File: src/design/bra_pkg.sv
package bra_pkg;

	localparam int INDEX_WIDTH = 24;
	localparam int ROW_LEN_W = 25;
	localparam int OUT_W = 25;
	localparam int LOGIT_W = 16;
	localparam int QUEUE_DEPTH = 4;
	localparam int QPTR_W = $clog2(QUEUE_DEPTH);
	localparam int QCNT_W = $clog2(QUEUE_DEPTH + 1);
	localparam int CMP_W = (INDEX_WIDTH + 1 > ROW_LEN_W) ? INDEX_WIDTH + 1 : ROW_LEN_W;

	localparam logic [ROW_LEN_W-1:0] ROW_LEN_RESET = ROW_LEN_W'(1);
	localparam logic [7:0] EXP_NONFINITE = 8'hFF;

	typedef logic [INDEX_WIDTH-1:0] pos_t;

	typedef struct packed {
		logic signed [LOGIT_W-1:0] key;
		logic nonfinite;
		pos_t pos;
		logic last;
	} bra_entry_t;

	// Monotonic signed key of a finite bfloat16; both zeros map to zero.
	function automatic logic signed [LOGIT_W-1:0] order_key(input logic [LOGIT_W-1:0] bits);
		logic signed [LOGIT_W-1:0] mag;
		mag = $signed({1'b0, bits[LOGIT_W-2:0]});
		return bits[LOGIT_W-1] ? -mag : mag;
	endfunction

endpackage

File: src/design/bra_front.sv
module bra_front (
	input  logic                              clk,
	input  logic                              arst_n,
	input  logic                              cfg_wr_en,
	input  logic [bra_pkg::ROW_LEN_W-1:0]     cfg_wr_data,
	input  logic                              in_valid,
	output logic                              in_ready,
	input  logic [bra_pkg::LOGIT_W-1:0]       logit_bits,
	input  logic                              q_full,
	output logic                              q_push,
	output bra_pkg::bra_entry_t               q_entry
);
	import bra_pkg::*;

	logic [ROW_LEN_W-1:0] row_length_q;
	pos_t position_q;
	logic last;

	assign in_ready = !q_full;
	assign q_push = in_valid && in_ready;

	assign last = (CMP_W'(position_q) + CMP_W'(1) >= CMP_W'(row_length_q)) || (&position_q);

	always_comb begin
		q_entry.key = order_key(logit_bits);
		q_entry.nonfinite = (logit_bits[LOGIT_W-2 -: 8] == EXP_NONFINITE);
		q_entry.pos = position_q;
		q_entry.last = last;
	end

	always_ff @(posedge clk or negedge arst_n) begin
		if (!arst_n) begin
			row_length_q <= ROW_LEN_RESET;
		end else if (cfg_wr_en) begin
			row_length_q <= cfg_wr_data;
		end
	end

	always_ff @(posedge clk or negedge arst_n) begin
		if (!arst_n) begin
			position_q <= '0;
		end else if (q_push) begin
			position_q <= last ? '0 : position_q + pos_t'(1);
		end
	end

endmodule

File: src/design/bra_queue.sv
module bra_queue (
	input  logic                   clk,
	input  logic                   arst_n,
	input  logic                   push,
	input  bra_pkg::bra_entry_t    push_entry,
	output logic                   full,
	input  logic                   pop,
	output logic                   not_empty,
	output bra_pkg::bra_entry_t    head
);
	import bra_pkg::*;

	bra_entry_t mem_q [QUEUE_DEPTH];
	logic [QPTR_W-1:0] wr_ptr_q;
	logic [QPTR_W-1:0] rd_ptr_q;
	logic [QCNT_W-1:0] count_q;

	assign full = (count_q == QCNT_W'(QUEUE_DEPTH));
	assign not_empty = (count_q != '0);
	assign head = mem_q[rd_ptr_q];

	always_ff @(posedge clk) begin
		if (push) begin
			mem_q[wr_ptr_q] <= push_entry;
		end
	end

	always_ff @(posedge clk or negedge arst_n) begin
		if (!arst_n) begin
			wr_ptr_q <= '0;
			rd_ptr_q <= '0;
			count_q <= '0;
		end else begin
			if (push) begin
				wr_ptr_q <= wr_ptr_q + QPTR_W'(1);
			end
			if (pop) begin
				rd_ptr_q <= rd_ptr_q + QPTR_W'(1);
			end
			case ({push, pop})
				2'b10: count_q <= count_q + QCNT_W'(1);
				2'b01: count_q <= count_q - QCNT_W'(1);
				default: count_q <= count_q;
			endcase
		end
	end

	a_no_overflow: assert property (@(posedge clk) disable iff (!arst_n)
		full |-> !push)
		else $error("queue written while full");

	a_no_underflow: assert property (@(posedge clk) disable iff (!arst_n)
		!not_empty |-> !pop)
		else $error("queue read while empty");

endmodule

File: src/design/bra_back.sv
module bra_back (
	input  logic                            clk,
	input  logic                            arst_n,
	input  logic                            q_not_empty,
	input  bra_pkg::bra_entry_t             q_head,
	output logic                            q_pop,
	output logic                            out_valid,
	input  logic                            out_ready,
	output logic [bra_pkg::OUT_W-1:0]       best_index
);
	import bra_pkg::*;

	logic signed [LOGIT_W-1:0] best_key_q;
	pos_t best_pos_q;
	logic have_best_q;
	logic saw_nonfinite_q;
	logic out_valid_q;
	logic [OUT_W-1:0] best_index_q;

	logic take;
	logic saw_next;
	pos_t best_pos_next;

	assign q_pop = q_not_empty && (!q_head.last || !out_valid_q || out_ready);

	assign take = !q_head.nonfinite && (!have_best_q || (q_head.key > best_key_q));
	assign saw_next = saw_nonfinite_q || q_head.nonfinite;
	assign best_pos_next = take ? q_head.pos : best_pos_q;

	always_ff @(posedge clk or negedge arst_n) begin
		if (!arst_n) begin
			best_key_q <= '0;
			best_pos_q <= '0;
			have_best_q <= 1'b0;
			saw_nonfinite_q <= 1'b0;
		end else if (q_pop) begin
			if (q_head.last) begin
				best_key_q <= '0;
				best_pos_q <= '0;
				have_best_q <= 1'b0;
				saw_nonfinite_q <= 1'b0;
			end else begin
				saw_nonfinite_q <= saw_next;
				if (take) begin
					best_key_q <= q_head.key;
					best_pos_q <= q_head.pos;
					have_best_q <= 1'b1;
				end
			end
		end
	end

	always_ff @(posedge clk or negedge arst_n) begin
		if (!arst_n) begin
			out_valid_q <= 1'b0;
		end else if (q_pop && q_head.last) begin
			out_valid_q <= 1'b1;
		end else if (out_ready) begin
			out_valid_q <= 1'b0;
		end
	end

	always_ff @(posedge clk) begin
		if (q_pop && q_head.last) begin
			best_index_q <= saw_next ? '1 : OUT_W'(best_pos_next);
		end
	end

	assign out_valid = out_valid_q;
	assign best_index = best_index_q;

	a_row_end_clears: assert property (@(posedge clk) disable iff (!arst_n)
		q_pop && q_head.last |=> !have_best_q && !saw_nonfinite_q)
		else $error("row state not cleared after last element");

	a_result_from_row_end: assert property (@(posedge clk) disable iff (!arst_n)
		$rose(out_valid_q) |-> $past(q_pop && q_head.last))
		else $error("result raised without a row end");

	a_no_best_pos_zero: assert property (@(posedge clk) disable iff (!arst_n)
		!have_best_q |-> (best_pos_q == '0))
		else $error("best position set without a best value");

	a_no_result_overrun: assert property (@(posedge clk) disable iff (!arst_n)
		out_valid_q && !out_ready |-> !(q_pop && q_head.last))
		else $error("result overwritten before it was taken");

endmodule

File: src/design/bf16_row_argmax_core.sv
// Channel   Handshake               Payload
// logit     in_valid / in_ready     logit_bits[15:0], one bfloat16 logit of the row
// result    out_valid / out_ready   best_index[24:0], signed, -1 if the row held inf or NaN
// config    cfg_wr_en               cfg_wr_data[24:0], row_length, no wait, no read-back
//
// One logit request is accepted per cycle while the four-entry queue has room.
// The row's last logit is first written into the queue; the result is registered when that entry is popped.
// A stalled result holds the next row end at the queue head; in_ready drops once three
// more logits are queued behind it.
// arst_n clears the row state, the queue and the output valid; row_length resets to one.
module bf16_row_argmax_core (
	input  logic                              clk,
	input  logic                              arst_n,
	input  logic                              cfg_wr_en,
	input  logic [bra_pkg::ROW_LEN_W-1:0]     cfg_wr_data,
	input  logic                              in_valid,
	output logic                              in_ready,
	input  logic [bra_pkg::LOGIT_W-1:0]       logit_bits,
	output logic                              out_valid,
	input  logic                              out_ready,
	output logic [bra_pkg::OUT_W-1:0]         best_index
);
	import bra_pkg::*;

	bra_entry_t push_entry;
	bra_entry_t head;
	logic push;
	logic pop;
	logic full;
	logic not_empty;

	bra_front u_front (
		.clk         (clk),
		.arst_n      (arst_n),
		.cfg_wr_en   (cfg_wr_en),
		.cfg_wr_data (cfg_wr_data),
		.in_valid    (in_valid),
		.in_ready    (in_ready),
		.logit_bits  (logit_bits),
		.q_full      (full),
		.q_push      (push),
		.q_entry     (push_entry)
	);

	bra_queue u_queue (
		.clk        (clk),
		.arst_n     (arst_n),
		.push       (push),
		.push_entry (push_entry),
		.full       (full),
		.pop        (pop),
		.not_empty  (not_empty),
		.head       (head)
	);

	bra_back u_back (
		.clk         (clk),
		.arst_n      (arst_n),
		.q_not_empty (not_empty),
		.q_head      (head),
		.q_pop       (pop),
		.out_valid   (out_valid),
		.out_ready   (out_ready),
		.best_index  (best_index)
	);

endmodule
File: config.mk
export PLATFORM = sky130hd
export DESIGN_NAME = bf16_row_argmax_core
export DESIGN_NICKNAME = d
export VERILOG_FILES = /design/src/design/bra_pkg.sv /design/src/design/bra_front.sv /design/src/design/bra_queue.sv /design/src/design/bra_back.sv /design/src/design/bf16_row_argmax_core.sv
export SDC_FILE = /design/constraint.sdc
export NUM_CORES = 1
export LEC_CHECK = 0
export BUFFER_PORTS_ARGS = -buffer_cell sky130_fd_sc_hd__buf_2
export CAP_MARGIN = 0
export CORE_AREA = 2 2 176 178
export DETAILED_ROUTE_END_ITERATION = 12
export DIE_AREA = 0 0 178 180
export PLACE_DENSITY = 0.65
export SYNTH_ARGS = -nofsm -noshare
export SYNTH_HDL_FRONTEND = slang
export SYNTH_SLANG_ARGS = --single-unit
export TNS_END_PERCENT = 30
File: constraint.sdc
create_clock -name clk -period 4.77 [get_ports clk]
set_clock_uncertainty 0.2 [all_clocks]
set_input_delay 0.954 -clock clk [delete_from_list [all_inputs] [get_ports clk]]
set_output_delay 0.954 -clock clk [all_outputs]
set_load 0.1 [all_outputs]
**Yosys cells after proc, flatten, opt, wreduce, memory -nomap -nowiden**

Memory sizes are Yosys's and may differ from the RTL's.
Cells that the tools add are included.
Widths: inputs -> output; s select.

- Add/sub/neg operators: 7
- Order comparisons: 2
- Equality and inequality tests: 4
- Multiplexer cells: 15
- Reduce and logical (&&, ||, !) cells: 20

Operators by type and width:

| operator | count |
|---|---|
| $mux 24 | 3 |
| $mux 16 | 3 |
| $add 24x1->25 const B | 1 |
| $ge 25x25->1 | 1 |
| $mux 25 | 1 |
| $add 24x1->24 const B | 1 |
| $reduce_and 24->1 | 1 |
| $gt 16x16->1 | 1 |
| $neg 15->16 | 1 |
| $eq 8x8->1 const B | 1 |
| $mux 1 | 7 |
| $pmux 3 s2 | 1 |
| $reduce_bool 2->1 | 3 |
| $logic_not 1->1 | 5 |
| $logic_or 1x1->1 | 5 |
| $add 2x1->2 const B | 2 |
| $logic_and 1x1->1 | 4 |
| $add 3x1->3 const B | 1 |
| $eq 3x3->1 const B | 1 |
| $reduce_bool 3->1 | 1 |
| $sub 3x1->3 const B | 1 |
| $eq 2x1->1 const B | 1 |
| $eq 2x2->1 const B | 1 |
| $reduce_and 2->1 | 1 |

- Bits in registers: 124
- RAM bits: 168
- Input bits: 46
- Output and inout bits: 27
- Memories: 1

Memories:

| name | depth | bits a word | read ports | clocked after memory_dff | wr ports | RTL line | source |
|---|---|---|---|---|---|---|---|
| u_queue.mem_q | 4 | 42 | 1 | 0 | 1 | bra_queue.sv:13 | `bra_entry_t mem_q [QUEUE_DEPTH];` |

**Logic depth before layout (Yosys ltp)**

Gate-level depths: netlist (run 1).
An unclocked memory read counts as a cell.

- Word-level depth: 7
- Gate-level depth with buffers: 17
- Gate-level depth less buffers: 14

**Modules after synthesis**

From an unflattened synthesis (run 1), not the netlist that was laid out.

- Cells, all modules: 1,019
- Area total of the unflattened synthesis: 13,554.2 um^2

Modules (own cells, without submodules):

| module | instances | cells each | area an instance (um^2) |
|---|---|---|---|
| bra_queue | 1 | 256 | 6,518.8 |
| bra_back | 1 | 357 | 3,637.2 |
| bra_front | 1 | 406 | 3,398.3 |

**Worst setup path after synthesis (run 1)**

OpenSTA, ideal clock, no wires.

- Path type: register to register
- From: register u_front.position_q[0]
- To: register u_front.position_q[12]
- Library setup time: 0.128 ns
- Data arrival time: 3.547 ns
- Path slack: 0.895 ns
- Stages on the path, launching flop included: 18
- Cell sequence: dfrtp_1 ha_1 inv_1 nor2_1 clkbuf_1 nand2_1 and2_1 or2_2 ha_1 nand3_1 nor3_1 a21boi_0 or2_2 clkbuf_1 nor3_1 inv_1 buf_2 o21ai_0

RTL lines:

| element | RTL line | source |
|---|---|---|
| from (decl) | bra_front.sv:16 | `pos_t position_q;` |
| from (signal assigned) | bra_front.sv:43 | `position_q <= last ? '0 : position_q + pos_t'(1);` |

**Final worst setup path (run 1)**

- From: register u_front.position_q[3]
- To: register u_front.position_q[17]

- Longest elaborated chain between the ends: 4

RTL lines:

| element | RTL line | source |
|---|---|---|
| $add 24x1->25 | bra_front.sv:22 | `assign last = (CMP_W'(position_q) + CMP_W'(1) >= CMP_W'(row_length_q)) \|\| (&position_q);` |
| $ge 25x25->1 | bra_front.sv:22 |  |
| $logic_or 1x1->1 | bra_front.sv:22 |  |
| $mux 24 * | bra_front.sv:43 |  |

Every way passes the cells marked *; elsewhere a longest branch is shown, timed or not.
A chain may end at the register's enable or synchronous reset.

==> flow_summary.yaml, run 1 <==
place:
  post-place-ws_ps: 399.6
  io_buffers: 72
  dpl.cell_count: 1466
  dp_hpwl_mm: 17.79
  gp_congestion: 0.8569
synth:
  ys_async_sr_fraction: 0.3390
  synth_cell_type_count: 62
  synth_most_common_cell: "edfxtp_1"
  ys_top_cells_by_area: "edfxtp_1 43%, dfrtp_1 18%, mux4_2 6.9%"
  syn_area_um2: 13370
  synth-seq-cells: 292
  synth_fp_nets: 1124
  yosys-top-cells-count: "193 x edfxtp_1, 143 x nand2_1, 98 x dfrtp_1"
  synth-seq-area-share: 0.6187
  synth_top_area_cell: "edfxtp_1"
  synthCells: 1029
  yosysTopAreaCellShare: 0.4334
  ys.flop_type: "edfxtp_1"
  yosysWarnings: 0
  synth-edff-count: 193
  syn_area_per_cell_um2: 13.00
worst_setup_path:
  end_kind: "register"
  rr_endpoint: "u_front.position_q[17]$_DFFE_PN0P_"
  crit_fanout: 14
  worstPathRequired_ps: 4980
  startpoint: "u_front.position_q[3]$_DFFE_PN0P_"
  rr_startpoint: "u_front.position_q[3]$_DFFE_PN0P_"
  worstSetupPathType: "reg2reg"
  start_kind: "register"
  r2r_cells: 12
  critPathCapture: "u_front.position_q[17]$_DFFE_PN0P_"
  r2r_slack_ps: 350
  critPathArrivalTime_ps: 4630
finish:
  final_util: 0.5070
  seqCellArea_um2: 8277
  fill_cells: 2571
  final_nets: 1197
  syn2layout_area_growth_pct: 14.46
  diodes: 0
  stdcell_count: 1522
  drive_above_1_share: 0.1883
  multi_input_area_um2: 4582
route:
  via_count: 8432
  avgRoutedWirePerCell_um: 17.84
  drc_errors: 0
  viasPerCell: 5.540
  routed_wl_mm: 27.15
  ant_nets: 0
  drt_iter0_drc: 784
  firstDrtPassIters: 5
cts:
  cts_sinks: 292
  post-cts-setup-buffer-count: 0
  numCtsBuffers: 30
  cts_tree: "done"
  htree_levels: 1
  post_cts_resized: 0
  clock_latency_ps: 560
  clockBufferDepth: 3
  cts-root-buf: "clkbuf_16"
  cts_hold_buf: 0
  cts.clk_slew.worst_paths_ps: 60
global_route:
  grt.busiest_layer: "met2"
  antenna_found_initial: 0
  grt_max_degree: 56
  met2_usage: 0.2679
  grtUsageTotal: 0.1739
  grt_pass1_wl_mm: 44.64
  first_global_vias: 8309
  grt_use_met3: 0.02855
  overflow: 0
  use_met1: 0.2601
sta:
  rsz0062_at_grt: "no"
  relSlewSlack: 0.2209
  tns_ps: 0
  layout_min_cycle_time_ps: 4420
  tightest_slew_ps: 1166
  layout_setup_ws_ps: 349.7
  slew_violations: 0
  hold_ws_ps: 280.5
  setup_viol: 0
  period_share: 0.9267
  hold_violations: 0
  fmax_mhz: 226.2
power_and_ir_drop:
  powerDensity_nw_per_um2: 691.9
  ir_drop_mv: 0.4022
  p_leak_nw: 5.789
job:
  maxCapViolations: 0
run_status:
  status: "finished clean"
die:
  rows: 64
  start_util: 0.4430
  die_h_um: 180
  ioPinCount: 73
  core_um2: 30190
  fp.dieW_um: 178
  die_area_um2: 32040
hold_path:
  holdCritPathClass: "in2async"
-- per-stage QoR --
step | area (um2) | power, W
final | 15310 | 0.01059
after global routing | 15310 | 0.01123
after CTS | 15310 | 0.01067
after detailed placement | 14220 | 0.008154
after global placement | 14220 | 0.008074
after floorplan | 13370 | 0.007096
-- state kept, by name, summed over array words and instances, names as in the netlist --
register                count
u_queue.rd_ptr_q            2
u_back.have_best_q          1
u_queue.wr_ptr_q            2
u_front.row_length_q       25
u_front.position_q         24
u_queue.mem_q             168
u_back.best_index          25
u_back.best_pos_q          24
u_queue.count_q             3
u_back.out_valid            1
u_back.saw_nonfinite_q      1
u_back.best_key_q          16
-- power by group --
part           internal, W  switching [W]  total [W]  leakage (nW)
logic              0.00131        0.00290    0.00421          2.27
clock network      0.00153       0.000975    0.00250         0.512
registers          0.00355       0.000326    0.00388          3.01
total              0.00639        0.00420     0.0106          5.79
-- routing by layer --
layer | wire (um) | up-vias
li1 | - | 4030
met4 | 424 | 0
met5 | 0 | -
met2 | 12330 | 173
met3 | 1231 | 38
met1 | 13170 | 4191
-- critical path, stage by stage, from the launching register on --
cell and delay (ps):
dfrtp_1 530, nand4_1 260, nor2_1 640, nand4_1 280, xnor2_1 210, ha_1 310, nand4_1 120, nor3_1 440
a21boi_0 420, or2_2 270, nor3_1 100, inv_1 320, o21ai_0 170
-- cell families after synthesis --
| logic type | synth area share |
|---|---|
| DFF | 0.6187 |
| and+or+nand+nor | 0.09169 |
| buffers and inverters | 0.04014 |
| muxes | 0.07148 |
| adders and majority gates | 0.04641 |
| AOI/OAI and AO/OA | 0.1073 |
| xor gates and xnor gates | 0.02423 |
-- placed cells by master (no fill, tap or decap), types with 7 or more instances in the layout --
master and instances:
a21oi_1 15, and3_1 7, buf_2 71, buf_4 24, clkbuf_16 30, dfrtp_1 96, edfxtp_1 193, ha_1 48
inv_1 83, mux4_2 41, nand2_1 143, nand3_1 23, nand4_1 31, nor2_1 23, o21ai_0 72, o221ai_1 40
o311ai_0 23, xnor2_1 29, xor2_1 8
-- final cells by class --
| cell class | count | share of cell area |
|---|---|---|
| sequential | 292 | 0.5408 |
| clock buffer | 35 | 0.05224 |
| multi-input combinational | 598 | 0.2994 |
| clock inverter | 21 | 0.01839 |
| timing repair buffer | 96 | 0.03630 |
| inverter | 84 | 0.02060 |
| tap | 396 | 0.03237 |
-- worst min-delay path by stage --
stage	from	end	slack, ps	cells past startpoint
2_1_floorplan	u_back.saw_nonfinite_q$_DFFE_PN0P_	u_back.saw_nonfinite_q$_DFFE_PN0P_	260	2
3_3_place_gp	u_back.best_pos_q[15]$_DFFE_PN0P_	u_back.best_pos_q[15]$_DFFE_PN0P_	280	2
3_5_place_dp	u_back.saw_nonfinite_q$_DFFE_PN0P_	u_back.saw_nonfinite_q$_DFFE_PN0P_	290	2
4_1_cts	arst_n	u_front.row_length_q[19]$_DFFE_PN0P_	290	1
5_1_grt	arst_n	u_front.row_length_q[19]$_DFFE_PN0P_	320	1
6_report	arst_n	u_queue.wr_ptr_q[0]$_DFFE_PN0P_	280	1
(Power assumes the default switching activity.)
==> inputs of run 2 (changes only) <==
Settings changed: CELL_PAD_IN_SITES_DETAIL_PLACEMENT set to 0, CELL_PAD_IN_SITES_GLOBAL_PLACEMENT set to 1, PLACE_DENSITY 0.65 to 0.75.
==> flow_summary.yaml, run 2 (same netlist as run 1, synthesis figures left out) <==
sta:
  slew_violations: 0
  fmax_mhz: 233.3
  tns_ps: 0
  hold_violations: 0
  rsz0062_at_grt: "no"
  tightest_slew_ps: 1217
  setup_viol: 0
  layout_min_cycle_time_ps: 4286
  relSlewSlack: 0.1870
  period_share: 0.8985
finish:
  final_nets: 1200
  layout_common_cells: "193 x edfxtp_1, 143 x nand2_1, 97 x dfrtp_1"
  drive_above_1_share: 0.1913
  top_register: "u_queue.mem_q"
  syn2layout_area_growth_pct: 14.32
  diodes: 0
  fill_cells: 2624
  largest_register_ffs: 168
  stdcell_count: 1525
  layout_commonest_cell: "edfxtp_1"
cts:
  numCtsBuffers: 30
  clock_latency_ps: 550
  cts.clk_slew.worst_paths_ps: 60
  cts_sinks: 292
  cts-root-buf: "clkbuf_16"
  clockBufferDepth: 3
  post-cts-setup-buffer-count: 0
  htree_levels: 1
  cts_tree: "done"
route:
  firstDrtPassIters: 8
  via_count: 8342
  drt_iter0_drc: 744
  drc_errors: 0
  ant_nets: 0
  avgRoutedWirePerCell_um: 17.94
  viasPerCell: 5.470
  routed_wl_mm: 27.35
die:
  die_area_um2: 32040
  die_h_um: 180
  core_um2: 30190
  fp.dieW_um: 178
  rows: 64
  ioPinCount: 73
  start_util: 0.4430
worst_setup_path:
  cp_slowest_cell: "dfrtp_1"
  worstPathRequired_ps: 5030
  worstSetupPathType: "reg2reg"
  critPathCapture: "u_front.position_q[10]$_DFFE_PN0P_"
  r2r_cells: 13
  r2r_slack_ps: 480
  rr_endpoint: "u_front.position_q[10]$_DFFE_PN0P_"
  critPathArrivalTime_ps: 4550
  end_kind: "register"
  path_cells: "ha_1 -> inv_1 -> nor2_1 -> nand3_1 -> xnor2_1 -> ha_1 -> a21oi_1 -> o21ai_0 -> a211o_1 -> or2_2 -> nor3_1 -> inv_1 -> o21ai_0"
  rr_startpoint: "u_front.position_q[0]$_DFFE_PN0P_"
  slowest_delay_ps: 530
  startpoint: "u_front.position_q[0]$_DFFE_PN0P_"
  crit_fanout: 14
  start_kind: "register"
power_and_ir_drop:
  power_frac_seq: 0.368
  switchingPower_w: 0.004203
  p_leak_nw: 5.786
  switching_share: 0.3990
  powerDensity_nw_per_um2: 689.1
  p_comb_frac: 0.402
  ir_drop_mv: 0.3085
  internal-power_w: 0.006331
  pwr-share-clk: 0.229
place:
  gp_congestion: 0.8205
  dp_hpwl_mm: 18.15
  dpl.cell_count: 1469
  io_buffers: 72
global_route:
  antenna_found_initial: 0
  grt_pass1_wl_mm: 44.84
  grtUsageTotal: 0.1762
  overflow: 0
  grt_max_degree: 50
  first_global_vias: 8269
job:
  maxCapViolations: 0
hold_path:
  holdCritPathClass: "in2async"
run_status:
  status: "finished clean"
run 2: how the worst min path moves through the flow:
stage               depth (start not counted)  slack, ps                                 end
floorplan                                   2        260  u_back.saw_nonfinite_q$_DFFE_PN0P_
global placement                            2        280   u_back.best_pos_q[14]$_DFFE_PN0P_
detailed placement                          2        300   u_back.best_pos_q[14]$_DFFE_PN0P_
CTS                                         1        100     u_queue.rd_ptr_q[0]$_DFFE_PN0P_
global route                                1        110     u_queue.rd_ptr_q[0]$_DFFE_PN0P_
finish                                      1        100     u_queue.wr_ptr_q[0]$_DFFE_PN0P_
run 2: layout make-up:
class / count / area, um2 / area share
Clock inverter: 19 / 216.5 / 0.01416
Tap cell: 396 / 495.5 / 0.03241
Sequential cell: 292 / 8275 / 0.5413
Multi-Input combinational cell: 598 / 4591 / 0.3003
Timing Repair Buffer: 99 / 565.5 / 0.03699
Inverter: 84 / 315.3 / 0.02063
Clock buffer: 37 / 828.3 / 0.05418
run 2: power groups by stage:
stage | Clock [W] | Combinational [W] | Sequential, W
5_1_grt | 0.00257 | 0.00469 | 0.00396
2_1_floorplan | 0 | 0.00248 | 0.00462
3_5_place_dp | 0 | 0.00427 | 0.00393
4_1_cts | 0.00247 | 0.00429 | 0.00389
6_report | 0.00242 | 0.00424 | 0.00388
3_3_place_gp | 0 | 0.00423 | 0.00389
run 2: stage by stage:
step / power [W] / utilization / hold WS, ps / setup WS (ps) / cell area [um2]
6_report: 0.01053 / 0.5064 / 104.6 / 484.3 / 15290
5_1_grt: 0.01121 / 0.5064 / 111.2 / 110.5 / 15290
4_1_cts: 0.01064 / 0.5062 / 101.3 / 421.4 / 15280
3_5_place_dp: 0.008204 / 0.4716 / 297.4 / 426.4 / 14240
3_3_place_gp: 0.008122 / 0.4716 / 283.1 / 545.5 / 14240
2_1_floorplan: 0.007096 / - / 263.2 / 895.0 / 13370
run 2: repair_timing:
action,in CTS,in global routing
hold buffers,0,0
endpoints found under the setup margin,0,3
gates resized for setup,0,1
run 2: critical path: cells and delay by family (launching register included):
family          cells  cell delay (ps)
compound gates      4              840
xor+xnor            1              270
fa+ha+maj           2              630
buf+inv             2              400
flops               1              530
simple gates        4             1320
run 2: per-layer routing:
metal  share of wire  GRT usage  up-vias
met4           0.020    0.04197        0
li1                -          -     4030
met2            0.45     0.2653      204
met1            0.48     0.2684     4071
met3           0.051    0.02834       37
met5               0          0        -
